[config.mk]
export PLATFORM = sky130hd
export DESIGN_NAME = i2c_master_byte_engine_top
export DESIGN_NICKNAME = d
export VERILOG_FILES = /design/src/sv/i2cm_pkg.sv /design/src/sv/i2cm_cfg_regs.sv /design/src/sv/i2cm_adv.sv /design/src/sv/i2cm_tick.sv /design/src/sv/i2c_master_byte_engine_top.sv
export SDC_FILE = /design/constraint.sdc
export NUM_CORES = 1
export LEC_CHECK = 0
export BUFFER_PORTS_ARGS = -buffer_cell sky130_fd_sc_hd__clkbuf_2
export CORE_MARGIN = 5
export CORE_UTILIZATION = 47
export DETAILED_ROUTE_END_ITERATION = 6
export HOLD_SLACK_MARGIN = 0.02
export PLACE_DENSITY = 0.63
export SETUP_SLACK_MARGIN = 0.1
export SLEW_MARGIN = 20
export SYNTH_ARGS = -nofsm -noshare
export SYNTH_HDL_FRONTEND = slang
export SYNTH_SLANG_ARGS = --single-unit
export TNS_END_PERCENT = 100
[constraint.sdc]
create_clock -name clk -period 19.26 [get_ports clk]
set_input_delay 2.889 -clock clk [delete_from_list [all_inputs] [get_ports clk]]
set_output_delay 2.889 -clock clk [all_outputs]
set_load 0.02 [all_outputs]
[src/sv/i2cm_pkg.sv]
// i2cm_pkg: types, codes and constants shared by the i2c master byte engine
// no dependencies; imported by every module of the block

package i2cm_pkg;

  // stream payload widths
  localparam int unsigned IN_TDATA_W  = 16;
  localparam int unsigned OUT_TDATA_W = 16;
  localparam int unsigned CFG_IDX_W   = 3;
  localparam int unsigned CFG_DATA_W  = 8;

  // bit positions inside out_tdata
  localparam int unsigned OUT_BIT_SCL   = 0;
  localparam int unsigned OUT_BIT_SDA   = 1;
  localparam int unsigned OUT_BIT_DRV   = 2;
  localparam int unsigned OUT_BIT_BUSY  = 3;
  localparam int unsigned OUT_BIT_DONE  = 4;
  localparam int unsigned OUT_BIT_NACK  = 13;

  // bus phases
  typedef enum logic [3:0] {
    PH_IDLE    = 4'd0,
    PH_S_SETUP = 4'd1,
    PH_S_HOLD  = 4'd2,
    PH_P_LOW   = 4'd3,
    PH_P_HIGH  = 4'd4,
    PH_P_FREE  = 4'd5,
    PH_W_HOLD  = 4'd6,
    PH_W_SET   = 4'd7,
    PH_W_HIGH  = 4'd8,
    PH_R_LOW   = 4'd9,
    PH_R_HIGH  = 4'd10
  } phase_t;

  // command codes
  localparam logic [2:0] CMD_NONE  = 3'd0;
  localparam logic [2:0] CMD_START = 3'd1;
  localparam logic [2:0] CMD_STOP  = 3'd2;
  localparam logic [2:0] CMD_WRITE = 3'd3;
  localparam logic [2:0] CMD_READ  = 3'd4;

  // timing register indexes
  localparam logic [CFG_IDX_W-1:0] CFG_START_LOW      = 3'd0;
  localparam logic [CFG_IDX_W-1:0] CFG_CLOCK_LOW      = 3'd1;
  localparam logic [CFG_IDX_W-1:0] CFG_CLOCK_HIGH     = 3'd2;
  localparam logic [CFG_IDX_W-1:0] CFG_DATA_HOLD      = 3'd3;
  localparam logic [CFG_IDX_W-1:0] CFG_STOP_SETUP     = 3'd4;
  localparam logic [CFG_IDX_W-1:0] CFG_IDLE_GAP       = 3'd5;
  localparam logic [CFG_IDX_W-1:0] CFG_LOW_MINUS_HOLD = 3'd6;

  // bit counter limits
  localparam logic [3:0] LAST_BIT  = 4'd7;
  localparam logic [3:0] BYTE_BITS = 4'd8;

  // phase steps that can chain in one tick after the bit-loop skip
  localparam int unsigned ADV_STEPS = 5;

  typedef struct packed {
    logic [7:0] start_low;
    logic [7:0] clock_low;
    logic [7:0] clock_high;
    logic [7:0] data_hold;
    logic [7:0] stop_setup;
    logic [7:0] idle_gap;
    logic [7:0] low_minus_hold;
  } cfg_t;

  typedef struct packed {
    logic [2:0] cmd;
    logic [7:0] write_data;
    logic       ack_to_send;
    logic       sda_sample;
  } tick_in_t;

  typedef struct packed {
    phase_t     phase;
    logic [2:0] kind;
    logic [3:0] bit_idx;
    logic [7:0] shift;
    logic       ack_bit;
    logic       scl;
    logic       sda;
    logic       sda_dir;
    logic       nack;
    logic [7:0] read_hold;
  } eng_st_t;

  localparam cfg_t CFG_RESET = '{
    start_low:      8'd40,
    clock_low:      8'd47,
    clock_high:     8'd40,
    data_hold:      8'd1,
    stop_setup:     8'd40,
    idle_gap:       8'd47,
    low_minus_hold: 8'd47
  };

  localparam eng_st_t ENG_RESET = '{
    phase:     PH_IDLE,
    kind:      CMD_NONE,
    bit_idx:   4'd0,
    shift:     8'd0,
    ack_bit:   1'b0,
    scl:       1'b1,
    sda:       1'b1,
    sda_dir:   1'b1,
    nack:      1'b0,
    read_hold: 8'd0
  };

  // clamp a timing count to what a dw-bit counter holds
  function automatic logic [15:0] sat_count(input logic [7:0] t, input int unsigned dw);
    logic [31:0] lim;
    lim = (32'd1 << dw) - 32'd1;
    if (32'(t) > lim) return lim[15:0];
    return 16'(t);
  endfunction

endpackage

[src/sv/i2cm_cfg_regs.sv]
// i2cm_cfg_regs: the seven timing registers of the i2c master byte engine
// depends on i2cm_pkg

module i2cm_cfg_regs
  import i2cm_pkg::*;
(
  input  logic                  clk,
  input  logic                  rst_n,
  input  logic                  wr_en,
  input  logic [CFG_IDX_W-1:0]  wr_idx,
  input  logic [CFG_DATA_W-1:0] wr_data,
  output cfg_t                  cfg_o
);

  cfg_t cfg_r;
  cfg_t cfg_nxt;

  always_comb begin
    cfg_nxt = cfg_r;
    if (wr_en) begin
      case (wr_idx)
        CFG_START_LOW:      cfg_nxt.start_low      = wr_data;
        CFG_CLOCK_LOW:      cfg_nxt.clock_low      = wr_data;
        CFG_CLOCK_HIGH:     cfg_nxt.clock_high     = wr_data;
        CFG_DATA_HOLD:      cfg_nxt.data_hold      = wr_data;
        CFG_STOP_SETUP:     cfg_nxt.stop_setup     = wr_data;
        CFG_IDLE_GAP:       cfg_nxt.idle_gap       = wr_data;
        CFG_LOW_MINUS_HOLD: cfg_nxt.low_minus_hold = wr_data;
        default:            cfg_nxt = cfg_r;
      endcase
    end
  end

  always_ff @(posedge clk) begin
    if (!rst_n) begin
      cfg_r <= CFG_RESET;
    end else begin
      cfg_r <= cfg_nxt;
    end
  end

  assign cfg_o = cfg_r;

endmodule

[src/sv/i2cm_adv.sv]
// i2cm_adv: one phase transition of the bus sequencer, taken when the count is spent
// depends on i2cm_pkg

module i2cm_adv
  import i2cm_pkg::*;
#(
  parameter int unsigned DW = 8
) (
  input  eng_st_t       st_i,
  input  logic [DW-1:0] dly_i,
  input  cfg_t          cfg_i,
  input  logic          s_i,
  output eng_st_t       st_o,
  output logic [DW-1:0] dly_o,
  output logic          done_o
);

  logic [3:0] idx_inc;
  logic [7:0] shift_in;
  logic [2:0] bit_sel;

  assign idx_inc  = st_i.bit_idx + 4'd1;
  assign shift_in = {st_i.shift[6:0], s_i};
  assign bit_sel  = 3'd7 - st_i.bit_idx[2:0];

  always_comb begin
    st_o   = st_i;
    dly_o  = dly_i;
    done_o = 1'b0;
    if (st_i.phase != PH_IDLE && dly_i == '0) begin
      case (st_i.phase)
        PH_S_SETUP: begin
          st_o.scl   = 1'b1;
          st_o.sda   = 1'b0;
          st_o.phase = PH_S_HOLD;
          dly_o      = DW'(sat_count(cfg_i.start_low, DW));
        end
        PH_S_HOLD: begin
          st_o.scl   = 1'b0;
          st_o.phase = PH_IDLE;
          dly_o      = '0;
          done_o     = 1'b1;
        end
        PH_P_LOW: begin
          st_o.scl   = 1'b1;
          st_o.phase = PH_P_HIGH;
          dly_o      = DW'(sat_count(cfg_i.stop_setup, DW));
        end
        PH_P_HIGH: begin
          st_o.sda   = 1'b1;
          st_o.phase = PH_P_FREE;
          dly_o      = DW'(sat_count(cfg_i.idle_gap, DW));
        end
        PH_P_FREE: begin
          st_o.phase = PH_IDLE;
          dly_o      = '0;
          done_o     = 1'b1;
        end
        PH_W_HOLD: begin
          // data bit for a write, ack/nack for the tail of a read
          if (st_i.kind == CMD_WRITE) begin
            st_o.sda = st_i.shift[bit_sel];
          end else begin
            st_o.sda = !st_i.ack_bit;
          end
          st_o.phase = PH_W_SET;
          dly_o      = DW'(sat_count(cfg_i.low_minus_hold, DW));
        end
        PH_W_SET: begin
          st_o.scl   = 1'b1;
          st_o.phase = PH_W_HIGH;
          dly_o      = DW'(sat_count(cfg_i.clock_high, DW));
        end
        PH_W_HIGH: begin
          st_o.scl = 1'b0;
          if (st_i.kind == CMD_WRITE) begin
            st_o.bit_idx = idx_inc;
            if (idx_inc < BYTE_BITS) begin
              st_o.phase = PH_W_HOLD;
              dly_o      = DW'(sat_count(cfg_i.data_hold, DW));
            end else begin
              st_o.sda_dir = 1'b0;
              st_o.phase   = PH_R_LOW;
              dly_o        = DW'(sat_count(cfg_i.clock_low, DW));
            end
          end else begin
            st_o.phase = PH_IDLE;
            dly_o      = '0;
            done_o     = 1'b1;
          end
        end
        PH_R_LOW: begin
          st_o.scl   = 1'b1;
          st_o.phase = PH_R_HIGH;
          dly_o      = DW'(sat_count(cfg_i.clock_high, DW));
        end
        PH_R_HIGH: begin
          st_o.scl = 1'b0;
          if (st_i.kind == CMD_WRITE) begin
            st_o.nack  = s_i;
            st_o.phase = PH_IDLE;
            dly_o      = '0;
            done_o     = 1'b1;
          end else begin
            st_o.shift   = shift_in;
            st_o.bit_idx = idx_inc;
            if (idx_inc < BYTE_BITS) begin
              st_o.phase = PH_R_LOW;
              dly_o      = DW'(sat_count(cfg_i.clock_low, DW));
            end else begin
              st_o.read_hold = shift_in;
              st_o.sda_dir   = 1'b1;
              st_o.phase     = PH_W_HOLD;
              dly_o          = DW'(sat_count(cfg_i.data_hold, DW));
            end
          end
        end
        default: begin
          st_o.phase = PH_IDLE;
          dly_o      = '0;
        end
      endcase
    end
  end

endmodule

[src/sv/i2cm_tick.sv]
// i2cm_tick: everything one tick does to the sequencer state
// depends on i2cm_pkg and i2cm_adv

module i2cm_tick
  import i2cm_pkg::*;
#(
  parameter int unsigned DW = 8
) (
  input  eng_st_t       st_i,
  input  logic [DW-1:0] dly_i,
  input  cfg_t          cfg_i,
  input  tick_in_t      in_i,
  output eng_st_t       st_o,
  output logic [DW-1:0] dly_o,
  output logic          done_o
);

  eng_st_t       pre_st;
  logic [DW-1:0] pre_dly;
  eng_st_t       ff_st;
  logic          wr_skip;
  logic          rd_skip;
  logic [2:0]    rd_left;
  logic [15:0]   rd_ext;

  eng_st_t             chain_st  [ADV_STEPS+1];
  logic [DW-1:0]       chain_dly [ADV_STEPS+1];
  logic [ADV_STEPS-1:0] chain_done;

  // command launch from idle, otherwise count down
  always_comb begin
    pre_st  = st_i;
    pre_dly = dly_i;
    if (st_i.phase == PH_IDLE) begin
      case (in_i.cmd)
        CMD_START: begin
          pre_st.kind    = CMD_START;
          pre_st.bit_idx = '0;
          pre_st.sda_dir = 1'b1;
          pre_st.sda     = 1'b1;
          pre_st.phase   = PH_S_SETUP;
          pre_dly        = DW'(sat_count(cfg_i.data_hold, DW));
        end
        CMD_STOP: begin
          pre_st.kind    = CMD_STOP;
          pre_st.bit_idx = '0;
          pre_st.sda_dir = 1'b1;
          pre_st.sda     = 1'b0;
          pre_st.phase   = PH_P_LOW;
          pre_dly        = DW'(sat_count(cfg_i.low_minus_hold, DW));
        end
        CMD_WRITE: begin
          pre_st.kind    = CMD_WRITE;
          pre_st.bit_idx = '0;
          pre_st.sda_dir = 1'b1;
          pre_st.shift   = in_i.write_data;
          pre_st.phase   = PH_W_HOLD;
          pre_dly        = DW'(sat_count(cfg_i.data_hold, DW));
        end
        CMD_READ: begin
          pre_st.kind    = CMD_READ;
          pre_st.bit_idx = '0;
          pre_st.sda_dir = 1'b0;
          pre_st.shift   = '0;
          pre_st.ack_bit = in_i.ack_to_send;
          pre_st.phase   = PH_R_LOW;
          pre_dly        = DW'(sat_count(cfg_i.clock_low, DW));
        end
        default: pre_st = st_i;
      endcase
    end else if (dly_i != '0) begin
      pre_dly = dly_i - DW'(1);
    end
  end

  // with every count of the bit loop at zero, jump to the last bit in one go
  assign wr_skip = pre_dly == '0 && pre_st.kind == CMD_WRITE &&
                   (pre_st.phase == PH_W_HOLD || pre_st.phase == PH_W_SET ||
                    pre_st.phase == PH_W_HIGH) &&
                   cfg_i.data_hold == '0 && cfg_i.low_minus_hold == '0 &&
                   cfg_i.clock_high == '0;
  assign rd_skip = pre_dly == '0 && pre_st.kind == CMD_READ && !pre_st.bit_idx[3] &&
                   (pre_st.phase == PH_R_LOW || pre_st.phase == PH_R_HIGH) &&
                   cfg_i.clock_low == '0 && cfg_i.clock_high == '0;
  assign rd_left = 3'd7 - pre_st.bit_idx[2:0];
  assign rd_ext  = {pre_st.shift, {8{in_i.sda_sample}}} << rd_left;

  always_comb begin
    ff_st = pre_st;
    if (wr_skip) begin
      ff_st.phase   = PH_W_HOLD;
      ff_st.bit_idx = LAST_BIT;
    end else if (rd_skip) begin
      ff_st.phase   = PH_R_LOW;
      ff_st.bit_idx = LAST_BIT;
      ff_st.shift   = rd_ext[15:8];
    end
  end

  assign chain_st[0]  = ff_st;
  assign chain_dly[0] = pre_dly;

  for (genvar g = 0; g < ADV_STEPS; g++) begin : g_adv
    i2cm_adv #(.DW(DW)) u_adv (
      .st_i   (chain_st[g]),
      .dly_i  (chain_dly[g]),
      .cfg_i  (cfg_i),
      .s_i    (in_i.sda_sample),
      .st_o   (chain_st[g+1]),
      .dly_o  (chain_dly[g+1]),
      .done_o (chain_done[g])
    );
  end

  assign st_o   = chain_st[ADV_STEPS];
  assign dly_o  = chain_dly[ADV_STEPS];
  assign done_o = |chain_done;

endmodule

[src/sv/i2c_master_byte_engine_top.sv]
// i2c_master_byte_engine_top: tick-driven i2c master, one input item per bus tick
// depends on i2cm_pkg, i2cm_cfg_regs, i2cm_tick and i2cm_adv
//
// usage
//   every item on the in_ stream is one bus tick (one microsecond) and carries
//   a command, a write byte, the ack to send after a read and the sampled sda
//   level; a command is taken only while the sequencer is idle
//   every item gives exactly one item on the out_ stream with the pin levels,
//   busy, a done pulse, the last read byte and the last write's nack flag
//   timing registers are to be written over the cfg_ channel only while no command
//   runs, which the block does not enforce; cfg_ready is always high
// pipeline and throughput
//   an accepted item waits in the input register; one item per cycle is
//   sustained while out_tready is high, set by the single pass through the
//   tick logic between the input register and the result register
// reset
//   synchronous, active low: both stream stages empty, timing registers back
//   to their defaults, bus idle with scl and sda high and sda driven
// stall
//   while out_tready is low the result item holds, one more input item is
//   taken into the input register, then in_tready drops until the result moves

module i2c_master_byte_engine_top
  import i2cm_pkg::*;
#(
  parameter int unsigned DELAY_WIDTH = 8
) (
  input  logic                   clk,
  input  logic                   rst_n,
  // input stream
  input  logic                   in_tvalid,
  output logic                   in_tready,
  // [2:0] cmd, [10:3] write_data, [11] ack_to_send, [12] sda_sample, [15:13] zero
  input  logic [IN_TDATA_W-1:0]  in_tdata,
  // result stream
  output logic                   out_tvalid,
  input  logic                   out_tready,
  // [0] scl_level, [1] sda_level, [2] sda_driving, [3] busy_res, [4] done_res,
  // [12:5] read_byte, [13] got_nack, [15:14] zero
  output logic [OUT_TDATA_W-1:0] out_tdata,
  // timing register writes
  input  logic                   cfg_valid,
  output logic                   cfg_ready,
  input  logic [CFG_IDX_W-1:0]   cfg_index,
  input  logic [CFG_DATA_W-1:0]  cfg_data
);

  // input register stage
  logic     in_vld_r;
  logic     in_vld_nxt;
  tick_in_t in_item_r;

  // sequencer state
  eng_st_t                st_r;
  logic [DELAY_WIDTH-1:0] dly_r;

  // result register stage
  logic                   out_vld_r;
  logic                   out_vld_nxt;
  logic [OUT_TDATA_W-1:0] out_data_r;

  cfg_t                   cfg;
  eng_st_t                st_nxt;
  logic [DELAY_WIDTH-1:0] dly_nxt;
  logic                   done_now;
  logic                   proc;
  logic                   in_fire;
  logic [OUT_TDATA_W-1:0] out_data_nxt;

  assign cfg_ready = 1'b1;

  i2cm_cfg_regs u_cfg (
    .clk     (clk),
    .rst_n   (rst_n),
    .wr_en   (cfg_valid && cfg_ready),
    .wr_idx  (cfg_index),
    .wr_data (cfg_data),
    .cfg_o   (cfg)
  );

  // a held tick is processed when the result slot is free or being drained
  assign proc      = in_vld_r && (!out_vld_r || out_tready);
  assign in_tready = !in_vld_r || proc;
  assign in_fire   = in_tvalid && in_tready;

  assign in_vld_nxt  = in_tready ? in_tvalid : in_vld_r;
  assign out_vld_nxt = proc ? 1'b1 : (out_tready ? 1'b0 : out_vld_r);

  i2cm_tick #(.DW(DELAY_WIDTH)) u_tick (
    .st_i   (st_r),
    .dly_i  (dly_r),
    .cfg_i  (cfg),
    .in_i   (in_item_r),
    .st_o   (st_nxt),
    .dly_o  (dly_nxt),
    .done_o (done_now)
  );

  // pack the result fields, highest bit first
  assign out_data_nxt = {2'b00, st_nxt.nack, st_nxt.read_hold, done_now,
                         st_nxt.phase != PH_IDLE, st_nxt.sda_dir, st_nxt.sda, st_nxt.scl};

  // control and sequencer state
  always_ff @(posedge clk) begin
    if (!rst_n) begin
      in_vld_r  <= 1'b0;
      out_vld_r <= 1'b0;
      st_r      <= ENG_RESET;
      dly_r     <= '0;
    end else begin
      in_vld_r  <= in_vld_nxt;
      out_vld_r <= out_vld_nxt;
      if (proc) begin
        st_r  <= st_nxt;
        dly_r <= dly_nxt;
      end
    end
  end

  // payload registers
  always_ff @(posedge clk) begin
    if (in_fire) begin
      in_item_r <= '{cmd:         in_tdata[2:0],
                     write_data:  in_tdata[10:3],
                     ack_to_send: in_tdata[11],
                     sda_sample:  in_tdata[12]};
    end
    if (proc) begin
      out_data_r <= out_data_nxt;
    end
  end

  assign out_tvalid = out_vld_r;
  assign out_tdata  = out_data_r;

endmodule

* Word level (Yosys, flattened, before mapping)
Index checks and enable logic that the tools add are counted.
Storage, ports and cells: register bits 125, bits of input ports 32, output and inout port bits 19, logic and storage cells 378
Cells by class: add/subtract/negate cells 12, order comparisons 10, equality and inequality tests 67, shifts and indexed selects 1, multiplexer cells 188, reduce and logical (&&, ||, !) cells 75
Operators by type and width (number):
- 2-to-1 mux 8 bit | 43
- one-hot mux 8 bit (7 select lines) | 5
- 2-to-1 mux 12 bit | 16
- one-hot mux 4 bit (8 select lines) | 5
- 2-to-1 mux 4 bit | 33
- equality test 4 x 3 -> 1 bit (second input constant) | 22
- equality test 4 bit (second input constant) | 18
- zero test 8 bit | 9
- 2-to-1 mux 1 bit | 45
- 2-to-1 mux 9 bit | 5
- one-hot mux 11 bit (4 select lines) | 1
- equality test 4 x 2 -> 1 bit (second input constant) | 10
- one-hot mux 4 bit (2 select lines) | 5
- 2-to-1 mux 32 bit | 1
- one-hot mux 1 bit (3 select lines) | 10
- one-hot mux 1 bit (2 select lines) | 12
- one-hot mux 8 bit (3 select lines) | 1
- nonzero test 4 bit | 6
- OR reduction 2 bit | 11
- adder 4 x 1 -> 4 bit (second input constant) | 5
- equality test 4 x 1 -> 1 bit (second input constant) | 5
- < comparator 3 x 4 -> 1 bit (second input constant) | 5
- < comparator 4 bit (second input constant) | 5
- OR reduction 4 bit | 5
- 18 further kinds | 70

* Logic depth before layout (Yosys ltp)
Gate-level depths: netlist of the first run.
depth in word-level cells 37, mapped depth 38, gate-level depth less buffers 35

* Modules after synthesis
A second synthesis of the first run with hierarchy kept.
Unflattened totals: cells, all modules 1789, area, all modules 14214.9 µm²
By module, submodules not included:
- i2cm_adv | times used 5, cells each 223, area an instance 1532.7 µm², sequential area each 0.0 µm²
- i2c_master_byte_engine_top | times used 1, cells each 217, area an instance 2544.9 µm², sequential area each 1651.6 µm²
- i2cm_cfg_regs | times used 1, cells each 205, area an instance 2178.3 µm², sequential area each 1121.1 µm²
- i2cm_tick | times used 1, cells each 252, area an instance 1828.0 µm², sequential area each 0.0 µm²

* Worst setup path before layout of the first run
No wires, ideal clock.
kind register -> register, start point reg dly_r[0], end point reg out_data_r[1] (netlist: out_tdata[1]), data pin, setup time 0.254 ns, arrival 8.243 ns, required time 19.006 ns, path slack 10.763 ns, cell stages (with the launch flop) 32, path buffers 4, period minus slack after synthesis 8.497 ns, path through dfxtp_1 -> inv_1 -> ha_1 -> or3b_2 -> nor3_1 -> mux2i_1 -> o32ai_1 -> or4_1 -> clkbuf_1 -> buf_6 -> buf_2 -> o21ai_2 -> o221ai_1 -> a211o_1 -> o31a_1 -> nor4_2 -> mux2i_1 -> inv_1 -> ha_1 -> xor2_1 -> and3_1 -> nor4b_1 -> a31oi_1 -> nor2_1 -> mux2_1 -> a32oi_1 -> o21ai_1 -> a211o_1 -> or4_4 -> buf_6 -> o32a_1 -> a21o_1
On the way: longest elaborated chain between the ends 35, elaborated cells between the ends (all ways) 180, those cells by class 10 x add/sub; 4 x order compare; 35 x eq/ne; 101 x mux; 30 x reduce/logical
RTL lines:
- start: declaration | RTL line i2c_master_byte_engine_top.sv:55 | logic [DELAY_WIDTH-1:0] dly_r;
- start signal: assignment | RTL line i2c_master_byte_engine_top.sv:115 | dly_r <= dly_nxt;
- subtractor 8 x 1 -> 8 bit / nonzero test 8 bit (equally long branches) | RTL line i2cm_tick.sv:72, i2cm_tick.sv:71
- 2-to-1 mux 8 bit | RTL line i2cm_tick.sv:71 | end else if (dly_i != '0) begin
- 2-to-1 mux 8 bit * | RTL line i2cm_tick.sv:34 | if (st_i.phase == PH_IDLE) begin
- zero test 8 bit | RTL line i2cm_adv.sv:30, i2cm_tick.sv:77, i2cm_tick.sv:82
- logical AND 1 bit (3 in a row) | RTL line i2cm_tick.sv:82 | assign rd_skip = pre_dly == '0 && pre_st.kind == CMD_READ && !pre_st.bit_idx[3] &&
- logical AND 1 bit | RTL line i2cm_tick.sv:83 | (pre_st.phase == PH_R_LOW || pre_st.phase == PH_R_HIGH) &&
- logical AND 1 bit | RTL line i2cm_tick.sv:84 | cfg_i.clock_low == '0 && cfg_i.clock_high == '0;
- 2-to-1 mux 12 bit | RTL line i2cm_tick.sv:93 | end else if (rd_skip) begin
- (+18 left out)
- 2-to-1 mux 12 bit | RTL line i2cm_adv.sv:30 | if (st_i.phase != PH_IDLE && dly_i == '0) begin
- subtractor 3 bit | RTL line i2cm_adv.sv:24 | assign bit_sel = 3'd7 - st_i.bit_idx[2:0];
- binary-select mux 1 bit (select 3 bit) | RTL line i2cm_adv.sv:62 | st_o.sda = st_i.shift[bit_sel];
- 2-to-1 mux 1 bit (implied by the code) | RTL line i2cm_adv.sv:62
- 2-to-1 mux 1 bit | RTL line i2cm_adv.sv:61 | if (st_i.kind == CMD_WRITE) begin
- one-hot mux 1 bit (3 select lines) | RTL line i2cm_adv.sv:31 | case (st_i.phase)
- 2-to-1 mux 12 bit * | RTL line i2cm_adv.sv:30
- via out_data_nxt[1] | RTL line i2c_master_byte_engine_top.sv:68 | logic [OUT_TDATA_W-1:0] out_data_nxt;
- end signal: assignment | RTL line i2c_master_byte_engine_top.sv:129 | out_data_r <= out_data_nxt;
- end: declaration | RTL line i2c_master_byte_engine_top.sv:60 | logic [OUT_TDATA_W-1:0] out_data_r;
Mark *: on every way through the listed nets, which the timed path passes. The rest lies on a longest branch. The select of a mux whose other input is x is not followed. A chain may end at the register's enable or synchronous reset.

* Final worst setup path of the first run
start point reg in_item_r[11] in the netlist's numbering, end point reg dly_r[1]
On the way: longest elaborated chain between the ends 36, elaborated cells between the ends (all ways) 174, those cells by class 5 x add/sub; 5 x order compare; 51 x eq/ne; 78 x mux; 35 x reduce/logical
RTL lines:
- start: declaration | RTL line i2c_master_byte_engine_top.sv:51 | tick_in_t in_item_r;
- start signal: assignment | RTL line i2c_master_byte_engine_top.sv:123 | in_item_r <= '{cmd: in_tdata[2:0],
- equality test 3 x 1 -> 1 bit / equality test 3 x 2 -> 1 bit (equally long branches) | RTL line i2cm_tick.sv:35 | case (in_i.cmd)
- OR reduction 2 bit (no line)
- one-hot mux 8 bit (3 select lines) | RTL line i2cm_tick.sv:35
- 2-to-1 mux 8 bit | RTL line i2cm_tick.sv:34
- zero test 8 bit | RTL line i2cm_adv.sv:30, i2cm_tick.sv:77, i2cm_tick.sv:82
- logical AND 1 bit (3 in a row) | RTL line i2cm_tick.sv:82
- logical AND 1 bit | RTL line i2cm_tick.sv:83
- logical AND 1 bit | RTL line i2cm_tick.sv:84
- (+18 left out)
- one-hot mux 4 bit (2 select lines) / logical AND 1 bit (equally long branches) | RTL line i2cm_adv.sv:31, i2cm_adv.sv:30
- 2-to-1 mux 12 bit | RTL line i2cm_adv.sv:30
- adder 4 x 1 -> 4 bit | RTL line i2cm_adv.sv:22 | assign idx_inc = st_i.bit_idx + 4'd1;
- < comparator 4 bit | RTL line i2cm_adv.sv:78, i2cm_adv.sv:107
- 2-to-1 mux 8 bit, on equally long branches | RTL line i2cm_adv.sv:107, i2cm_adv.sv:78
- 2-to-1 mux 8 bit, on equally long branches | RTL line i2cm_adv.sv:99, i2cm_adv.sv:76
- one-hot mux 8 bit (7 select lines) | RTL line i2cm_adv.sv:31
- 2-to-1 mux 8 bit * | RTL line i2cm_adv.sv:30
Mark *: on every way between the ends. The rest lies on a longest branch, timed or not.

==> results of run 1 <==
## cells in the final DEF (no fill, tap or decap), types with 18 or more instances in the layout
cell / n
nor4_1: 21
inv_1: 26
and2_1: 19
a211oi_1: 24
dfxtp_1: 98
o21ai_0: 133
a22oi_1: 26
nand2b_1: 18
buf_4: 34
a21oi_1: 170
nand2_1: 279
mux2_2: 27
nor3_1: 41
o21a_1: 24
edfxtp_1: 27
o211ai_1: 23
clkbuf_2: 44
a31oi_1: 21
nand3_1: 86
mux2i_1: 56
nor2_1: 128
## layer usage
layer	wire (um)	track usage
met5	0	0
met4	4730	0.236
met3	5990	0.0838
met2	24800	0.561
met1	22400	0.468
## state kept, by name, indices dropped and copies added, names as in the netlist
signal       cells
out_tdata       14
in_item_r       13
out_tvalid       1
in_vld_r         1
u_cfg.cfg_o     56
dly_r            8
st_r            32
## worst paths after layout
kind	from	endpoint	slack (ps)	cells after the start
min	st_r[8]	st_r[8]	470	2
max	in_item_r[11]	dly_r[1]	7420	26
min reg2reg	st_r[8]	st_r[8]	470	2
max reg2reg	in_item_r[11]	dly_r[1]	7420	26
## power groups by stage
stage          Clock, mW  Combinational [mW]  Sequential [mW]
2_1_floorplan          0               0.786            0.304
3_3_place_gp           0                1.09            0.320
3_5_place_dp           0                1.08            0.321
4_1_cts            0.348                1.09            0.315
5_1_grt            0.360                1.19            0.318
6_report           0.347                1.14            0.317
## area by class of cell
class | count | area (um^2) | share of cell area
Multi-Input combinational cell | 1477 | 9020 | 0.673
Clock buffer | 17 | 425 | 0.0318
Clock inverter | 15 | 175 | 0.0131
Inverter | 28 | 105 | 0.00785
Tap cell | 335 | 419 | 0.0313
Sequential cell | 125 | 2770 | 0.207
Timing Repair Buffer | 78 | 475 | 0.0355
## through the flow
step                      std cells  area [um^2]   util  hold WS [ps]
after global routing           2075        13400  0.514           500
final                          2075        13400  0.514           473
after CTS                      2075        13400  0.514           474
after detailed placement       2043        12800  0.491           462
after floorplan                1755        12400      -           432
after global placement         2043        12800  0.491           442
## cells by family after synthesis
logic type,Yosys count,synth area share
AO/OA/AOI/OAI,638,0.344
other,2,0.000603
buffers and inverters,153,0.0543
adder cells (fa/ha/maj),6,0.00603
flip-flops,125,0.223
multiplexers,87,0.0743
AND/OR/NAND/NOR,723,0.284
XOR/XNOR,20,0.0147
## critical path, delay by kind of cell, from the launching register on
family	cells	cell delay (ps)
compound gates	12	3670
xor+xnor	1	180
fa+ha+maj	1	260
buf+inv	1	130
flops	1	770
mux	1	670
simple gates	10	6000
==> results.json, run 1 <==
{
  "postRouteAntennaNets": 0,
  "gp_congestion": 1.06,
  "cts_tree": "yes",
  "layout_setup_ws_ps": 7420,
  "grt.total_usage": 0.368,
  "grt_max_degree": 54,
  "min_period_ps": 11840,
  "slowest_stage": "or4_1",
  "max_stage_delay_ps": 840,
  "slew_violations": 0,
  "power_mw": 1.80,
  "synth_flop_cell": "dfxtp_1",
  "clk_latency_ps": 430,
  "die_h_um": 173,
  "hold_viol": 0,
  "setup_violations": 0,
  "clk_pin_slew_ps": 70,
  "pre_cts_ws_ps": 7630,
  "peakVddDrop_mv": 0.0789,
  "cts_sinks": 125,
  "numCtsBuffers": 17,
  "netlist_area_mm2": 0.0124,
  "wl_per_cell_um": 27.9,
  "grt_pass1_wl_um": 86000,
  "clockBufferDepth": 2,
  "fin_nets": 1765,
  "yosys-top-cells-count": "279 x nand2_1, 170 x a21oi_1, 133 x o21ai_0",
  "synth_edf_count": 27,
  "synthCells": 1754,
  "arrival_ps": 12170,
  "power_frac_comb": 0.632,
  "die_area_mm2": 0.0298,
  "drtIter0Drc": 1940,
  "syn2layout_area_growth_pct": 7.58,
  "start_util": 0.478,
  "synth_top_area_share": 0.158,
  "htree_levels": 4,
  "num_rows": 59,
  "via_per_inst": 7.05,
  "grt_pass1_vias": 13372,
  "synth_top_area_cell": "dfxtp_1",
  "status": "completed",
  "ys_seq_elements": 125,
  "maxCapViolations": 0,
  "clock_skew_ps": 15.0,
  "cts_hold_buf": 0,
  "drc_errors": 0,
  "grt-ovfl-total": 0,
  "layout-drive-gt1-share": 0.118,
  "cp-start-kind": "flip-flop",
  "power_switching_mw": 0.963,
  "netlist_top_cells_area": "dfxtp_1 16%, nand2_1 8.4%, a21oi_1 6.8%, edfxtp_1 6.5%, o21ai_0 5.3%",
  "place_hpwl_um": 42300,
  "p_seq_frac": 0.176,
  "crit_type": "flip-flop to flip-flop",
  "async_flop_share": 0,
  "critPathCaptureType": "flip-flop",
  "cts-root-buf": "clkbuf_16",
  "cpMostUsedCell": "o21ai_0",
  "fillerInstances": 2686,
  "vias": 14629,
  "hp-class": "flip-flop to flip-flop",
  "tightest_slew_ps": 1130,
  "rsz0062_at_grt": "false",
  "post_cts_resized": 0,
  "avgSynthCellArea_um2": 7.10,
  "port_buffers": 44,
  "p_int_mw": 0.839,
  "synth-seq-area-share": 0.223,
  "fmax_mhz": 84.4,
  "clkPwrFrac": 0.193,
  "required_ps": 19590,
  "wirelength_um": 57900,
  "pin_count": 51,
  "fin_setup_tns_ps": 0,
  "antenna_cells": 0,
  "switching_share": 0.534,
  "yosys.cell_count.top_type": "nand2_1",
  "ys_types": 106,
  "yosysWarningCount": 0,
  "min_period_over_period": 0.615,
  "powerDensity_mw_per_mm2": 135,
  "crit_fanout": 26,
  "postCtsSetupBuffers": 0,
  "p_leak_nw": 4.92,
  "first_pass_iters": 6,
  "core_area_mm2": 0.0261,
  "relSlewSlack": 0.242,
  "antenna_found_initial": 0,
  "die_x_um": 173
}
Note: power is estimated with default switching activity, not from simulation.
==> run 2, diff against run 1 <==
--- a/config.mk
+++ b/config.mk
@@ -5,12 +5,13 @@
 export SDC_FILE = /design/constraint.sdc
 export NUM_CORES = 1
 export LEC_CHECK = 0
+export ABC_AREA = 1
 export BUFFER_PORTS_ARGS = -buffer_cell sky130_fd_sc_hd__clkbuf_2
 export CORE_MARGIN = 5
 export CORE_UTILIZATION = 47
 export DETAILED_ROUTE_END_ITERATION = 6
 export HOLD_SLACK_MARGIN = 0.02
-export PLACE_DENSITY = 0.63
+export PLACE_DENSITY = 0.66
 export SETUP_SLACK_MARGIN = 0.1
 export SLEW_MARGIN = 20
 export SYNTH_ARGS = -nofsm -noshare
==> constraint.sdc (replaced) <==
create_clock -name clk -period 10.3 [get_ports clk]
set_input_delay 1.545 -clock clk [delete_from_list [all_inputs] [get_ports clk]]
set_output_delay 1.545 -clock clk [all_outputs]
set_load 0.02 [all_outputs]
==> run 2 against run 1 <==
Against the previous run: the flow now finishes with violations (design-rule violations); clock-buffer cell count up 3; worst hold slack worse by 4.2 ps; design area increased by 3.4%; register-to-register slack worse by 6600 ps; worst setup slack got worse by 6600 ps; maximum frequency rose by 26%; routed wire length fell by 9.1%; clock power increased by 100%; via count increased by 6.2%; critical path depth is 33 higher; sequential cell count is the same; critical path type unchanged; largest cell class unchanged; largest power group unchanged.
==> results.json, run 2 <==
{
  "status": "finished with violations",
  "failed_checks": "design-rule violations",
  "crit_type": "flip-flop to flip-flop",
  "grt_max_degree": 71,
  "setup_violations": 0,
  "gp_congestion": 1.07,
  "cts_sinks": 125,
  "finish.utilization": 0.517,
  "min_period_over_period": 0.916,
  "antenna_cells": 0,
  "cts_tree": "yes",
  "fmax_mhz": 106,
  "maxCapViolations": 0,
  "grt.total_usage": 0.336,
  "netlist_area_mm2": 0.0128,
  "crit_fanout": 13,
  "pin_count": 51,
  "clkPwrFrac": 0.292,
  "cp-start-kind": "flip-flop",
  "power_switching_mw": 1.13,
  "p_leak_nw": 6.86,
  "layout_commonest_cell": "nand2_1",
  "synth_flop_cell": "dfxtp_1",
  "power_frac_comb": 0.473,
  "yosys.cell_count.top_type": "nand2_1",
  "largest_reg_flops": 56,
  "hp-class": "flip-flop to flip-flop",
  "grt_pass1_wl_um": 81200,
  "htree_levels": 4,
  "postRouteAntennaNets": 0,
  "drtIter0Drc": 1874,
  "peakVddDrop_mv": 0.112,
  "p_int_mw": 1.25,
  "relSlewSlack": 0.315,
  "synth_top_area_share": 0.236,
  "drc_errors": 5,
  "hold_viol": 0,
  "wirelength_um": 52600,
  "netlist_top_cells_area": "nand2_1 24%, dfxtp_1 15%, nor2_1 8.5%, nand3_1 8.0%, o21ai_0 6.4%",
  "required_ps": 10670,
  "core_area_mm2": 0.0268,
  "cts_hold_buf": 0,
  "synth_edf_count": 27,
  "die_h_um": 175,
  "syn2layout_area_growth_pct": 8.56,
  "synth_top_area_cell": "nand2_1",
  "grt-ovfl-total": 0,
  "first_pass_iters": 7,
  "final_cell_mix": "800 x nand2_1, 289 x nor2_1, 215 x inv_1",
  "ys_types": 59,
  "min_period_ps": 9440,
  "antenna_found_initial": 0,
  "die_x_um": 175,
  "yosys-top-cells-count": "801 x nand2_1, 289 x nor2_1, 216 x inv_1",
  "async_flop_share": 0,
  "via_per_inst": 5.83,
  "max_stage_delay_ps": 590,
  "layout-drive-gt1-share": 0.108,
  "slowest_stage": "edfxtp_1",
  "port_buffers": 44,
  "synth-seq-area-share": 0.217,
  "fin_setup_tns_ps": 0,
  "num_rows": 60,
  "clock_skew_ps": 16.1,
  "switching_share": 0.476,
  "synthCells": 2300,
  "start_util": 0.476,
  "arrival_ps": 9810,
  "wl_per_cell_um": 19.7,
  "avgSynthCellArea_um2": 5.55,
  "cpMostUsedCell": "nand2_1",
  "grt_pass1_vias": 13767,
  "cts-root-buf": "clkbuf_16",
  "fin_nets": 2349,
  "tightest_slew_ps": 1020,
  "powerDensity_mw_per_mm2": 172,
  "rsz0062_at_grt": "false",
  "hold_slack_ps": 469,
  "die_area_mm2": 0.0305,
  "slew_violations": 0,
  "vias": 15535,
  "yosysWarningCount": 0,
  "clockBufferDepth": 2,
  "clk_latency_ps": 430,
  "critPathCaptureType": "flip-flop",
  "p_seq_frac": 0.235,
  "numCtsBuffers": 17,
  "place_hpwl_um": 40700,
  "ys_seq_elements": 125,
  "clk_pin_slew_ps": 70
}
-- run 2: what timing repair did --
item	in CTS	in global routing
resized for setup	0	1
endpoints found under the setup margin	0	7
endpoints found under the hold margin	0	0
buffers inserted	0	0
-- run 2: per-stage QoR --
| step | total power [mW] | setup WS, ps | area, um^2 | instances |
|---|---|---|---|---|
| floorplan | 1.35 | 2970 | 12800 | 2301 |
| global placement | 1.64 | 1180 | 13200 | 2633 |
| detailed placement | 1.65 | 1050 | 13200 | 2633 |
| CTS | 2.34 | 991 | 13800 | 2665 |
| global route | 2.51 | 151 | 13800 | 2665 |
| finish | 2.38 | 864 | 13800 | 2665 |
-- run 2: final timing paths --
| path | to | slack, ps | depth (start not counted) | startpoint |
|---|---|---|---|---|
| worst min-delay path | st_r[13] | 470 | 2 | st_r[13] |
| worst max register to register | st_r[10] | 860 | 59 | in_item_r[12] |
| worst min register to register | st_r[13] | 470 | 2 | st_r[13] |
| worst max-delay path | st_r[10] | 860 | 59 | in_item_r[12] |
-- run 2: area by class of cell --
type / count / area, um^2
well taps: 341 / 427
flip-flops and latches: 125 / 2770
multi-input cells: 1866 / 8750
clock buffers: 20 / 479
repair buffers: 58 / 325
inverters: 243 / 920
fillers: 2888 / 13000
clock inverters: 12 / 169
-- run 2: power groups by stage --
stage / Combinational (mW) / Clock (mW) / Sequential (mW)
6_report: 1.13 / 0.697 / 0.559
5_1_grt: 1.23 / 0.717 / 0.561
4_1_cts: 1.09 / 0.697 / 0.557
3_5_place_dp: 1.08 / 0 / 0.568
2_1_floorplan: 0.784 / 0 / 0.561
3_3_place_gp: 1.07 / 0 / 0.568
-- run 2: layer usage --
layer	track usage	share of wire	vias up
met2	0.492	0.41	847
li1	-	-	7468
met4	0.0985	0.031	0
met3	0.0792	0.12	114
met1	0.492	0.44	7106
met5	0	0	-
-- run 2: kinds of logic (layout without fill, tap and decap cells) --
| group | count (synthesis) | count (layout) | share of synthesized area |
|---|---|---|---|
| simple gates | 1469 | 1469 | 0.507 |
| compound gates | 379 | 379 | 0.165 |
| flops | 125 | 125 | 0.217 |
| mux | 3 | 3 | 0.00245 |
| xor+xnor | 6 | 6 | 0.00412 |
| other cells | 2 | 3 | 0.000589 |
| buf+inv | 310 | 333 | 0.0975 |
| fa+ha+maj | 6 | 6 | 0.00589 |
-- run 2: critical path: cells and delay by family (launching register included) --
| family | cells | cell delay (ps) |
|---|---|---|
| adders and majority gates | 3 | 960 |
| DFF | 1 | 590 |
| buffers and inverters | 8 | 1240 |
| and+or+nand+nor | 43 | 5700 |
| AOI/OAI and AO/OA | 5 | 850 |
